==> src/hdl/ofbe_pkg.sv <==
// ----------------------------------------------------------------------------
// ofbe_pkg
// Types, constants and layout helpers of the optical frame bitmap encoder.
// ----------------------------------------------------------------------------
package ofbe_pkg;

  localparam int unsigned FrameBytes = 1242;
  localparam int unsigned FrameDim   = 108;
  localparam int unsigned HalfCols   = 54;
  localparam int unsigned AddrW      = 11;
  localparam int unsigned QueueDepth = 4;
  localparam int unsigned QPtrW      = 2;
  localparam int unsigned MaxBytes   = 14;
  localparam int unsigned SlotW      = 4;

  typedef enum logic [1:0] {
    CMD_HEADER = 2'd0,
    CMD_WRITE  = 2'd1,
    CMD_READ   = 2'd2,
    CMD_NONE   = 2'd3
  } cmd_t;

  typedef enum logic [1:0] {
    KIND_START     = 2'd0,
    KIND_END       = 2'd1,
    KIND_START_END = 2'd2,
    KIND_NORMAL    = 2'd3
  } kind_t;

  typedef enum logic [1:0] {
    ST_IDLE  = 2'd0,
    ST_FETCH = 2'd1,
    ST_BUILD = 2'd2,
    ST_SEND  = 2'd3
  } state_t;

  typedef struct packed {
    logic [1:0]  cmd;
    logic [1:0]  frame_kind;
    logic [10:0] payload_length;
    logic [15:0] frame_number;
    logic [10:0] byte_index;
    logic [7:0]  data_byte;
    logic [6:0]  row_index;
  } in_item_t;

  typedef struct packed {
    logic [53:0] pixels_left;
    logic [53:0] pixels_right;
    logic [15:0] check_word;
  } out_item_t;

  // classified operation handed from front to back
  typedef struct packed {
    cmd_t        op;
    logic [1:0]  kind;
    logic [10:0] len;
    logic [15:0] number;
    logic [10:0] addr;
    logic [7:0]  data;
    logic [6:0]  row;
  } op_t;

  // queue handshake between front and back
  typedef struct packed {
    logic valid;
    logic take;
  } q_ctl_t;

  // chebyshev ring pattern of an 18x18 finder
  function automatic logic big_finder(input logic [4:0] r, input logic [4:0] c);
    logic [5:0] dr;
    logic [5:0] dc;
    logic [5:0] m;
    logic [4:0] d;
    dr = ({1'b0, r} << 1) >= 6'd17 ? ({1'b0, r} << 1) - 6'd17 : 6'd17 - ({1'b0, r} << 1);
    dc = ({1'b0, c} << 1) >= 6'd17 ? ({1'b0, c} << 1) - 6'd17 : 6'd17 - ({1'b0, c} << 1);
    m  = dr > dc ? dr : dc;
    d  = 5'((m - 6'd1) >> 1);
    return d == 5'd3 || d == 5'd4 || d == 5'd7 || d == 5'd8;
  endfunction

  // payload byte address and bit for a pixel, hit low when not in a region
  function automatic logic [15:0] region_map(input logic [6:0] r, input logic [6:0] c);
    logic       hit;
    logic [10:0] base;
    logic [6:0]  dr;
    logic [6:0]  dc;
    logic [3:0]  bpr;
    logic [10:0] idx;
    hit  = 1'b1;
    base = '0;
    dr   = '0;
    dc   = '0;
    bpr  = '0;
    if (r >= 7'd21 && r < 7'd90 && c >= 7'd2 && c < 7'd18) begin
      base = 11'd0;    dr = r - 7'd21; dc = c - 7'd2;  bpr = 4'd2;
    end else if (r >= 7'd2 && r < 7'd18 && c >= 7'd18 && c < 7'd90) begin
      base = 11'd138;  dr = r - 7'd2;  dc = c - 7'd18; bpr = 4'd9;
    end else if (r >= 7'd18 && r < 7'd90 && c >= 7'd18 && c < 7'd90) begin
      base = 11'd282;  dr = r - 7'd18; dc = c - 7'd18; bpr = 4'd9;
    end else if (r >= 7'd18 && r < 7'd90 && c >= 7'd90 && c < 7'd106) begin
      base = 11'd930;  dr = r - 7'd18; dc = c - 7'd90; bpr = 4'd2;
    end else if (r >= 7'd90 && r < 7'd106 && c >= 7'd18 && c < 7'd90) begin
      base = 11'd1074; dr = r - 7'd90; dc = c - 7'd18; bpr = 4'd9;
    end else if (r >= 7'd90 && r < 7'd98 && c >= 7'd90 && c < 7'd106) begin
      base = 11'd1218; dr = r - 7'd90; dc = c - 7'd90; bpr = 4'd2;
    end else if (r >= 7'd98 && r < 7'd106 && c >= 7'd90 && c < 7'd98) begin
      base = 11'd1234; dr = r - 7'd98; dc = c - 7'd90; bpr = 4'd1;
    end else begin
      hit = 1'b0;
    end
    idx = 11'(base + 11'(dr) * 11'(bpr) + 11'(dc >> 3));
    return {hit, 1'b0, dc[2:0], idx};
  endfunction

endpackage

==> src/hdl/ofbe_front.sv <==
// ----------------------------------------------------------------------------
// ofbe_front
// Accepts items, drops the ones that cause nothing, and queues the rest.
// ----------------------------------------------------------------------------
module ofbe_front (
  input  logic                clk,
  input  logic                rst_n,
  input  logic                push,
  output logic                full,
  input  ofbe_pkg::in_item_t  item,
  output ofbe_pkg::op_t       q_op,
  input  ofbe_pkg::q_ctl_t    q_ctl_in,
  output ofbe_pkg::q_ctl_t    q_ctl_out
);

  ofbe_pkg::op_t               mem_r [ofbe_pkg::QueueDepth];
  logic [ofbe_pkg::QPtrW-1:0]  wr_r, wr_nxt, rd_r, rd_nxt;
  logic [ofbe_pkg::QPtrW:0]    cnt_r, cnt_nxt;
  logic                        acc, keep, take;
  ofbe_pkg::op_t               op;

  assign full = cnt_r == (ofbe_pkg::QPtrW+1)'(ofbe_pkg::QueueDepth);
  assign acc  = push && !full;
  assign take = q_ctl_in.take && cnt_r != '0;

  always_comb begin
    op.op     = ofbe_pkg::cmd_t'(item.cmd);
    op.kind   = item.frame_kind;
    op.len    = item.payload_length > 11'(ofbe_pkg::FrameBytes) ?
                11'(ofbe_pkg::FrameBytes) : item.payload_length;
    op.number = item.frame_number;
    op.addr   = item.byte_index;
    op.data   = item.data_byte;
    op.row    = item.row_index;
    unique case (ofbe_pkg::cmd_t'(item.cmd))
      ofbe_pkg::CMD_HEADER: keep = 1'b1;
      ofbe_pkg::CMD_WRITE:  keep = item.byte_index < 11'(ofbe_pkg::FrameBytes);
      ofbe_pkg::CMD_READ:   keep = item.row_index < 7'(ofbe_pkg::FrameDim);
      default:              keep = 1'b0;
    endcase
  end

  always_comb begin
    wr_nxt  = wr_r;
    rd_nxt  = rd_r;
    cnt_nxt = cnt_r;
    if (acc && keep) begin
      wr_nxt = wr_r + 1'b1;
    end
    if (take) begin
      rd_nxt = rd_r + 1'b1;
    end
    cnt_nxt = cnt_r + (ofbe_pkg::QPtrW+1)'(acc && keep) - (ofbe_pkg::QPtrW+1)'(take);
  end

  always_ff @(posedge clk) begin
    if (!rst_n) begin
      wr_r  <= '0;
      rd_r  <= '0;
      cnt_r <= '0;
    end else begin
      wr_r  <= wr_nxt;
      rd_r  <= rd_nxt;
      cnt_r <= cnt_nxt;
    end
  end

  always_ff @(posedge clk) begin
    if (acc && keep) begin
      mem_r[wr_r] <= op;
    end
  end

  assign q_op            = mem_r[rd_r];
  assign q_ctl_out.valid = cnt_r != '0;
  assign q_ctl_out.take  = 1'b0;

endmodule

==> config.mk <==
export PLATFORM = sky130hd
export DESIGN_NAME = ofbe_front
export DESIGN_NICKNAME = d
export VERILOG_FILES = /design/src/hdl/ofbe_pkg.sv /design/src/hdl/ofbe_front.sv
export SDC_FILE = /design/constraint.sdc
export NUM_CORES = 1
export LEC_CHECK = 0
export BUFFER_PORTS_ARGS = -buffer_cell sky130_fd_sc_hd__buf_2
export CAP_MARGIN = 20
export CORE_ASPECT_RATIO = 0.5
export CORE_MARGIN = 2
export CORE_UTILIZATION = 60
export DETAILED_ROUTE_END_ITERATION = 6
export PLACE_DENSITY = 0.85
export RECOVER_POWER = 100
export SYNTH_ARGS = -nofsm -noshare
export SYNTH_HDL_FRONTEND = slang
export SYNTH_SLANG_ARGS = --single-unit
==> constraint.sdc <==
create_clock -name clk -period 7.2 [get_ports clk]
set_input_delay 0.72 -clock clk [delete_from_list [all_inputs] [get_ports clk]]
set_output_delay 0.72 -clock clk [all_outputs]
set_load 0.01 [all_outputs]
; ---- After elaboration in Yosys (flattened, before gate mapping)
; Memories as Yosys holds them, arrays and structs flattened. A register that Yosys moved wholly into a read port is not among the register bits.
; Index checks and enable logic that the tools add are counted.
[word_totals]
memories = 1
in_bits = 62
mem_bits_rw = 228
output_inout_bits = 60
reg_bits = 7
word_cells = 26
[classes]
muxes = 6
n_lt_le_gt_ge = 3
n_addsub = 4
n_reduce_logical = 6
n_eq_ne = 3
[mem_list]
columns = name, depth, width, read_ports, rd_clocked_by_memory_dff, write_ports, line_no
row1 = mem_r, 4, 57, 1, 1, 1, ofbe_front.sv:16  ; ofbe_pkg::op_t mem_r [ofbe_pkg::QueueDepth];
[op_table]
columns = operator, n
row1 = $gt A11 B11 Y1 const B, 1
row2 = $lt A11 B11 Y1 const B, 1
row3 = $mux W11, 1
row4 = $lt A7 B7 Y1 const B, 1
row5 = $add A2 B1 Y2 const B, 2
row6 = $mux W2, 2
row7 = $add A3 B1 Y3, 1
row8 = $eq A3 B3 Y1 const B, 1
row9 = $logic_and A1 B1 Y1, 3
row10 = $pmux W1 S3, 1
row11 = $reduce_bool A3 Y1, 1
row12 = $sub A3 B1 Y3, 1
row13 = $eq A2 B1 Y1 const B, 1
row14 = $eq A2 B2 Y1 const B, 1
row15 = $logic_not A2 Y1, 1
row16 = $mux W1, 2
row17 = $logic_not A1 Y1, 1

; ---- Longest topological paths before layout
; Gate-level depths: netlist (run 1).
[depth]
word_depth = 6
ltp_mapped = 11
ltp_nobuf = 11

; ---- Worst setup path before layout (run 1)
; No wires, ideal clock.
[synth_path]
path_kind = input to register
from = in item[56] in the netlist's numbering
to = mem mem_r[0][0] in the netlist's numbering (enable)
path_buffers = 0
setup_slack_ps = 3910
setup_ps = 421
required_time_ps = 6779
stages = 4
arrival_ps = 2869
path_cell_list = and3_4 > a211o_1 > a211oi_4 > and2_1
[synth_via]
elab_chain_len = 5
word_cells_on_any_way = 7
cone_classes = eq/ne (2) / mux (3) / reduce/logical (2)
[synth_rtl]
columns = item, line_no
row1 = start: declaration, ofbe_front.sv:10  ; input ofbe_pkg::in_item_t item,
row2 = $eq A2 B2 Y1 (tied with other cells), ofbe_front.sv:35  ; unique case (ofbe_pkg::cmd_t'(item.cmd))
row3 = $pmux W1 S3 (*), ofbe_front.sv:35
row4 = $logic_and A1 B1 Y1 (*), ofbe_front.sv:69  ; if (acc && keep) begin
row5 = $mux W1 (*), ofbe_front.sv:69
row6 = $mux W1 (not written as such) (*), ofbe_front.sv:70  ; mem_r[wr_r] <= op;
row7 = end: declaration, ofbe_front.sv:16
; Mark *: on every way between the ends. The rest lies on a longest branch, timed or not.

==> results of run 1 <==
-- cells by family (layout without fill, tap and decap cells) --
logic type / after synthesis / count (layout) / synth area share [%]
muxes: 59 / 59 / 14.7
xor gates and xnor gates: 4 / 4 / 0.394
AOI/OAI and AO/OA: 17 / 17 / 1.63
buffers and inverters: 22 / 165 / 1.21
DFF: 237 / 237 / 79.1
and+or+nand+nor: 29 / 29 / 1.89
other: 1 / 1 / 0.0422
adders and majority gates: 7 / 7 / 1.07
-- flip-flops by register name, indices dropped and copies added (netlist names), named ones only --
register and flops:
mem_r 228, cnt_r 3, wr_r 2, rd_r 2
-- final cells by class --
class | instances | area share [%]
Sequential cell | 237 | 68.9
Multi-Input combinational cell | 117 | 17.0
Inverter | 6 | 0.221
Clock buffer | 28 | 5.41
Clock inverter | 6 | 1.01
Tap cell | 198 | 2.43
Timing Repair Buffer | 125 | 4.98
-- metrics by stage --
step	std cells	power (W)	util (%)	worst slack, ps	cell area (µm²)
floorplan	376	0.00214	-	3910	8880
global placement	683	0.00235	67.0	3930	9700
detailed placement	683	0.00237	67.0	3880	9700
CTS	717	0.00346	71.6	3800	10400
global route	717	0.00352	70.5	2160	10200
finish	717	0.00339	70.5	2460	10200
-- routing by layer --
layer | share of wire, % | global-route usage [%] | routed length [µm] | vias up
li1 | - | - | - | 1829
met2 | 53 | 34.8 | 8350 | 124
met1 | 40 | 28.4 | 6330 | 2189
met3 | 5.9 | 4.61 | 940 | 24
met5 | 0 | 0 | 0 | -
met4 | 1.5 | 4.06 | 233 | 0
-- worst max-delay path: cells and delay by family, from the launching register on --
family	cells	cell delay (ps)
DFF	1	960
muxes	1	540
buffers and inverters	2	1980
-- worst paths after layout --
| check | startpoint | end | cells past startpoint |
|---|---|---|---|
| hold reg to reg | wr_r[1] | wr_r[1] | 2 |
| hold / removal | item[7] | mem_r[1][7] | 1 |
| setup / recovery | register | q_op[46] | 3 |
| setup reg to reg | cnt_r[2] | mem_r[0][37] | 5 |
-- power by group --
part	switching (W)	internal [W]	leakage [nW]	total (W)
clock	0.000443	0.000642	0.316	0.00108
sequential	0.0000483	0.00160	2.14	0.00165
combinational	0.000344	0.000309	0.726	0.000654
total	0.000835	0.00255	3.19	0.00339
-- layout by cell type, fill, tap and decap left out, types with 2 or more instances in the layout --
| cell | count |
|---|---|
| a21boi_0 | 3 |
| a21o_1 | 6 |
| and2_0 | 8 |
| and2_1 | 2 |
| buf_2 | 16 |
| buf_4 | 5 |
| bufinv_16 | 3 |
| clkbuf_1 | 111 |
| clkbuf_16 | 21 |
| clkinv_1 | 2 |
| dfxtp_1 | 9 |
| edfxtp_1 | 228 |
| ha_1 | 6 |
| inv_1 | 6 |
| mux2i_1 | 2 |
| mux4_2 | 57 |
| nand2_1 | 9 |
| nor2b_1 | 2 |
| xnor2_1 | 3 |
==> results.sh, run 1 <==
export IMPL_yosysTopAreaCell="edfxtp_1"
export IMPL_insertion_delay_ps=490
export IMPL_synth_most_common_cell="edfxtp_1"
export IMPL_finalCritPeriodShare_pct=65.9
export IMPL_cp_slowest_cell="clkbuf_1"
export IMPL_antenna_found_initial=0
export IMPL_postCtsSetupRepairBufs=0
export IMPL_multi_input_area_mm2=0.00174
export IMPL_cap_violations=2
export IMPL_drtAntennaViolNets=0
export IMPL_synth_top_cells_by_area="edfxtp_1 (77%), mux4_2 (14%), dfxtp_1 (2.0%)"
export IMPL_syn_to_final_growth_pct=14.8
export IMPL_drive_above_1_share_pct=20.4
export IMPL_cts_tree="built"
export IMPL_syn_avg_cell_area_um2=23.6
export IMPL_cts_buffer_depth=3
export IMPL_post_route_drc_count=0
export IMPL_ios=122
export IMPL_slew_viol_final=60
export IMPL_grt_pass1_vias=4410
export IMPL_ys_types=34
export IMPL_row_count=31
export IMPL_gp_congestion=0.748
export IMPL_worstPathCellList="clkbuf_1, mux4_2, clkbuf_1"
export IMPL_worst_clock_skew_ps=7.58
export IMPL_fin_nets=576
export IMPL_async_flop_share_pct=0
export IMPL_initial_core_util_pct=61.4
export IMPL_htree_num_levels=1
export IMPL_vias=4166
export IMPL_synth_seq_cells=237
export IMPL_cts_buffers=20
export IMPL_arrival_ps=4020
export IMPL_setup_tns_ps=0
export IMPL_rsz0062_at_grt="no"
export IMPL_clk_pin_slew_ps=70
export IMPL_drt_initial_drc_count=365
export IMPL_fmax_ghz=0.211
export IMPL_synth_edff_count=228
export IMPL_fin_crit_ps=4740
export IMPL_hold_class="input pin to register"
export IMPL_grt_overflow=0
export IMPL_die_x_um=176
export IMPL_grt_max_degree=48
export IMPL_required_ps=6480
export IMPL_start_kind="register"
export IMPL_grt_pass1_wl_um=24600
export IMPL_syn_instance_count=376
export IMPL_slew_headroom_pct=-61.3
export IMPL_wirelength_um=15900
export IMPL_synth_cell_area_mm2=0.00888
export IMPL_worstMarginPinSlew_ps=2420
export IMPL_fin_hold_ws_ps=496
export IMPL_dp_hpwl_um=9190
export IMPL_antenna_cells=0
export IMPL_p_leak_nw=3.19
export IMPL_ys_warn_count=0
export IMPL_irDropWorstVdd_mv=0.184
export IMPL_status="finished with violations"
export IMPL_clk_root_buffer_cell="clkbuf_16"
export IMPL_ff2ff_setup_slack_ps=3400
export IMPL_setup_violations_final=0
export IMPL_synth_top_area_share_pct=77.1
export IMPL_io_buffers=119
export IMPL_fill_cells=902
export IMPL_yosys_top_cells_count="edfxtp_1 (228), mux4_2 (57), and2_1 (10), dfxtp_1 (9), nand2_1 (9)"
export IMPL_register_area_mm2=0.00703
export IMPL_final_hold_violation_count=0
export IMPL_routedWlPerCell_um=22.1
export IMPL_max_stage_delay_ps=1770
export IMPL_cts_hold_fix_buffers=0
export IMPL_pwr_density_cell_mw_per_mm2=332
export IMPL_dr_pass1_iters=4
export IMPL_ys_seq_area_share_pct=79.1
export IMPL_crit_top_cell="clkbuf_1"
export IMPL_violations="capacitance limit, slew limit"
export IMPL_die_area_mm2=0.0159
export IMPL_ys_flop_type="edfxtp_1"
export IMPL_core_mm2=0.0145
export IMPL_end_kind="output pin"
export IMPL_critPathKind="register to output pin"
export IMPL_fp_dieH_um=90.0
export IMPL_crit_fanout=39
export IMPL_cts_resized_gates=0
export IMPL_syn_nets=445
export IMPL_viasPerCell=5.81
export IMPL_gr_usage_all_layers_pct=20.6
export IMPL_cts_sinks=237
Power figures use the tool's default switching activity.
==> inputs of run 2 (changes only) <==
--- a/config.mk
+++ b/config.mk
@@ -5,13 +5,14 @@
 export SDC_FILE = /design/constraint.sdc
 export NUM_CORES = 1
 export LEC_CHECK = 0
+export ABC_AREA = 1
 export BUFFER_PORTS_ARGS = -buffer_cell sky130_fd_sc_hd__buf_2
 export CAP_MARGIN = 20
 export CORE_ASPECT_RATIO = 0.5
 export CORE_MARGIN = 2
-export CORE_UTILIZATION = 60
+export CORE_UTILIZATION = 57
 export DETAILED_ROUTE_END_ITERATION = 6
-export PLACE_DENSITY = 0.85
+export PLACE_DENSITY = 0.81
 export RECOVER_POWER = 100
 export SYNTH_ARGS = -nofsm -noshare
 export SYNTH_HDL_FRONTEND = slang
==> constraint.sdc (replaced) <==
create_clock -name clk -period 4.6 [get_ports clk]
set_input_delay 0.46 -clock clk [delete_from_list [all_inputs] [get_ports clk]]
set_output_delay 0.46 -clock clk [all_outputs]
set_load 0.01 [all_outputs]
==> run 2 against run 1 <==
Net effect:
- the run still ends with capacitance limit, slew limit left
- core utilization fell by 3.7 points
- die area rose by 7.9%
- combinational power rose by 70%
- setup slack got worse by 1200 ps
- final area rose by 1.7%
- critical endpoint is now q_op[38]
==> results.sh, run 2 <==
export IMPL_multi_input_area_mm2=0.00176
export IMPL_yosys_top_cells_count="edfxtp_1 (228), nor2_1 (129), o21ai_0 (108), o22ai_1 (57), nand2_1 (28)"
export IMPL_synth_top_cells_by_area="edfxtp_1 (75%), o21ai_0 (5.9%), nor2_1 (5.3%)"
export IMPL_cts_buffer_depth=3
export IMPL_async_flop_share_pct=0
export IMPL_cts_hold_fix_buffers=0
export IMPL_gp_congestion=0.721
export IMPL_cts_sinks=237
export IMPL_register_area_mm2=0.00703
export IMPL_ys_warn_count=0
export IMPL_drt_initial_drc_count=490
export IMPL_slew_viol_final=112
export IMPL_fill_cells=1117
export IMPL_rsz0062_at_grt="no"
export IMPL_p_clk_share_pct=31.2
export IMPL_grt_pass1_wl_um=27900
export IMPL_p_leak_nw=3.47
export IMPL_final_common_cell="edfxtp_1"
export IMPL_required_ps=4140
export IMPL_critPathKind="register to output pin"
export IMPL_fmax_ghz=0.301
export IMPL_pwr_share_seq_pct=48.1
export IMPL_cts_tree="built"
export IMPL_fp_dieH_um=93.5
export IMPL_fin_nets=845
export IMPL_antenna_cells=0
export IMPL_slew_headroom_pct=-19.7
export IMPL_insertion_delay_ps=500
export IMPL_cts_buffers=21
export IMPL_clk_pin_slew_ps=60
export IMPL_start_kind="register"
export IMPL_ys_types=24
export IMPL_hold_class="input pin to register"
export IMPL_fin_crit_ps=3330
export IMPL_arrival_ps=2870
export IMPL_row_count=32
export IMPL_post_route_drc_count=0
export IMPL_htree_num_levels=1
export IMPL_postCtsSetupRepairBufs=0
export IMPL_setup_tns_ps=0
export IMPL_die_area_mm2=0.0171
export IMPL_switching_power_w=0.00153
export IMPL_worstPathCellList="inv_1, o21ai_0, o22ai_1, clkbuf_1"
export IMPL_die_x_um=183
export IMPL_gr_usage_all_layers_pct=21.3
export IMPL_internal_power_w=0.00380
export IMPL_grt_max_degree=115
export IMPL_initial_core_util_pct=58.8
export IMPL_swShare_pct=28.7
export IMPL_status="finished with violations"
export IMPL_core_mm2=0.0155
export IMPL_clk_root_buffer_cell="clkbuf_16"
export IMPL_violations="capacitance limit, slew limit"
export IMPL_fin_hold_ws_ps=216
export IMPL_final_util_pct=66.8
export IMPL_drtAntennaViolNets=0
export IMPL_ios=122
export IMPL_irDropWorstVdd_mv=0.318
export IMPL_synth_edff_count=228
export IMPL_drive_above_1_share_pct=7.22
export IMPL_final_cell_mix="edfxtp_1 (228), nor2_1 (127), o21ai_0 (113)"
export IMPL_regMostFlops="mem_r"
export IMPL_antenna_found_initial=1
export IMPL_setup_violations_final=0
export IMPL_syn_nets=733
export IMPL_cp_slowest_cell="inv_1"
export IMPL_io_buffers=119
export IMPL_wirelength_um=18100
export IMPL_cts_resized_gates=0
export IMPL_dr_pass1_iters=5
export IMPL_synth_most_common_cell="edfxtp_1"
export IMPL_top_regs="mem_r: 228 flops, cnt_r: 3 flops"
export IMPL_synth_cell_area_mm2=0.00913
export IMPL_vias=5634
export IMPL_largest_reg_flops=228
export IMPL_worst_clock_skew_ps=14.7
export IMPL_ys_flop_type="edfxtp_1"
export IMPL_routedWlPerCell_um=18.2
export IMPL_final_hold_violation_count=0
export IMPL_grt_pass1_vias=5552
export IMPL_max_stage_delay_ps=1260
export IMPL_yosysTopAreaCell="edfxtp_1"
export IMPL_finalCritPeriodShare_pct=72.3
export IMPL_cap_violations=3
export IMPL_syn_to_final_growth_pct=13.6
export IMPL_synth_top_area_share_pct=75.0
export IMPL_pwr_density_cell_mw_per_mm2=514
export IMPL_ys_seq_area_share_pct=77.0
export IMPL_dp_hpwl_um=9830
export IMPL_comb_power_share_pct=20.7
export IMPL_end_kind="output pin"
export IMPL_grt_overflow=0
export IMPL_crit_fanout=57
export IMPL_worstMarginPinSlew_ps=1790
export IMPL_syn_avg_cell_area_um2=13.7
export IMPL_synth_seq_cells=237
export IMPL_syn_instance_count=664
export IMPL_viasPerCell=5.67
==> run 2: kinds of logic after synthesis <==
| logic type | count (synthesis) | synth area share (%) |
|---|---|---|
| flops | 237 | 77.0 |
| compound gates | 190 | 11.5 |
| simple gates | 164 | 6.88 |
| buf+inv | 65 | 3.58 |
| fa+ha+maj | 7 | 1.04 |
| other cells | 1 | 0.0411 |
==> run 2: layout make-up <==
class                      instances  share of cell area, %
clock buffer                      25                   5.21
clock inverter                    12                   1.03
inverter                          27                  0.989
multi-input combinational        362                   17.0
sequential                       237                   67.8
tap                              204                   2.46
timing repair buffer             127                   5.52
==> run 2: through the flow <==
step	area [µm²]	power, W	cells	setup slack (ps)
2_1_floorplan	9130	0.00336	664	728
3_3_place_gp	9870	0.00372	956	1840
3_5_place_dp	9870	0.00377	956	1840
4_1_cts	10500	0.00542	993	1580
5_1_grt	10400	0.00559	994	1020
6_report	10400	0.00534	994	1270
==> run 2: worst paths after layout <==
| path | startpoint | endpoint | slack, ps | depth (start not counted) |
|---|---|---|---|---|
| setup / recovery | register | q_op[38] | 1270 | 4 |
| hold / removal | item[37] | mem_r[3][37] | 220 | 1 |
| setup reg to reg | cnt_r[1] | mem_r[0][37] | 1350 | 7 |
| hold reg to reg | rd_r[1] | register | 470 | 2 |
==> run 2: power by group through the flow <==
| stage | registers, W | clock network, W | logic, W |
|---|---|---|---|
| 2_1_floorplan | 0.00261 | 0 | 0.000746 |
| 3_3_place_gp | 0.00260 | 0 | 0.00112 |
| 3_5_place_dp | 0.00261 | 0 | 0.00116 |
| 4_1_cts | 0.00257 | 0.00169 | 0.00117 |
| 5_1_grt | 0.00258 | 0.00178 | 0.00123 |
| 6_report | 0.00256 | 0.00167 | 0.00111 |
==> run 2: critical path, delay by kind of cell, from the launching register on <==
family	cells	cell delay, ps
flops	1	320
compound gates	2	580
buf+inv	2	1450
==> run 2: routing by layer <==
| metal | routed length (µm) | up-vias | track usage (%) |
|---|---|---|---|
| met2 | 8780 | 202 | 36.6 |
| met5 | 13 | - | 0 |
| met4 | 267 | 2 | 4.47 |
| met1 | 7730 | 2743 | 28.3 |
| li1 | - | 2663 | - |
| met3 | 1260 | 24 | 4.79 |
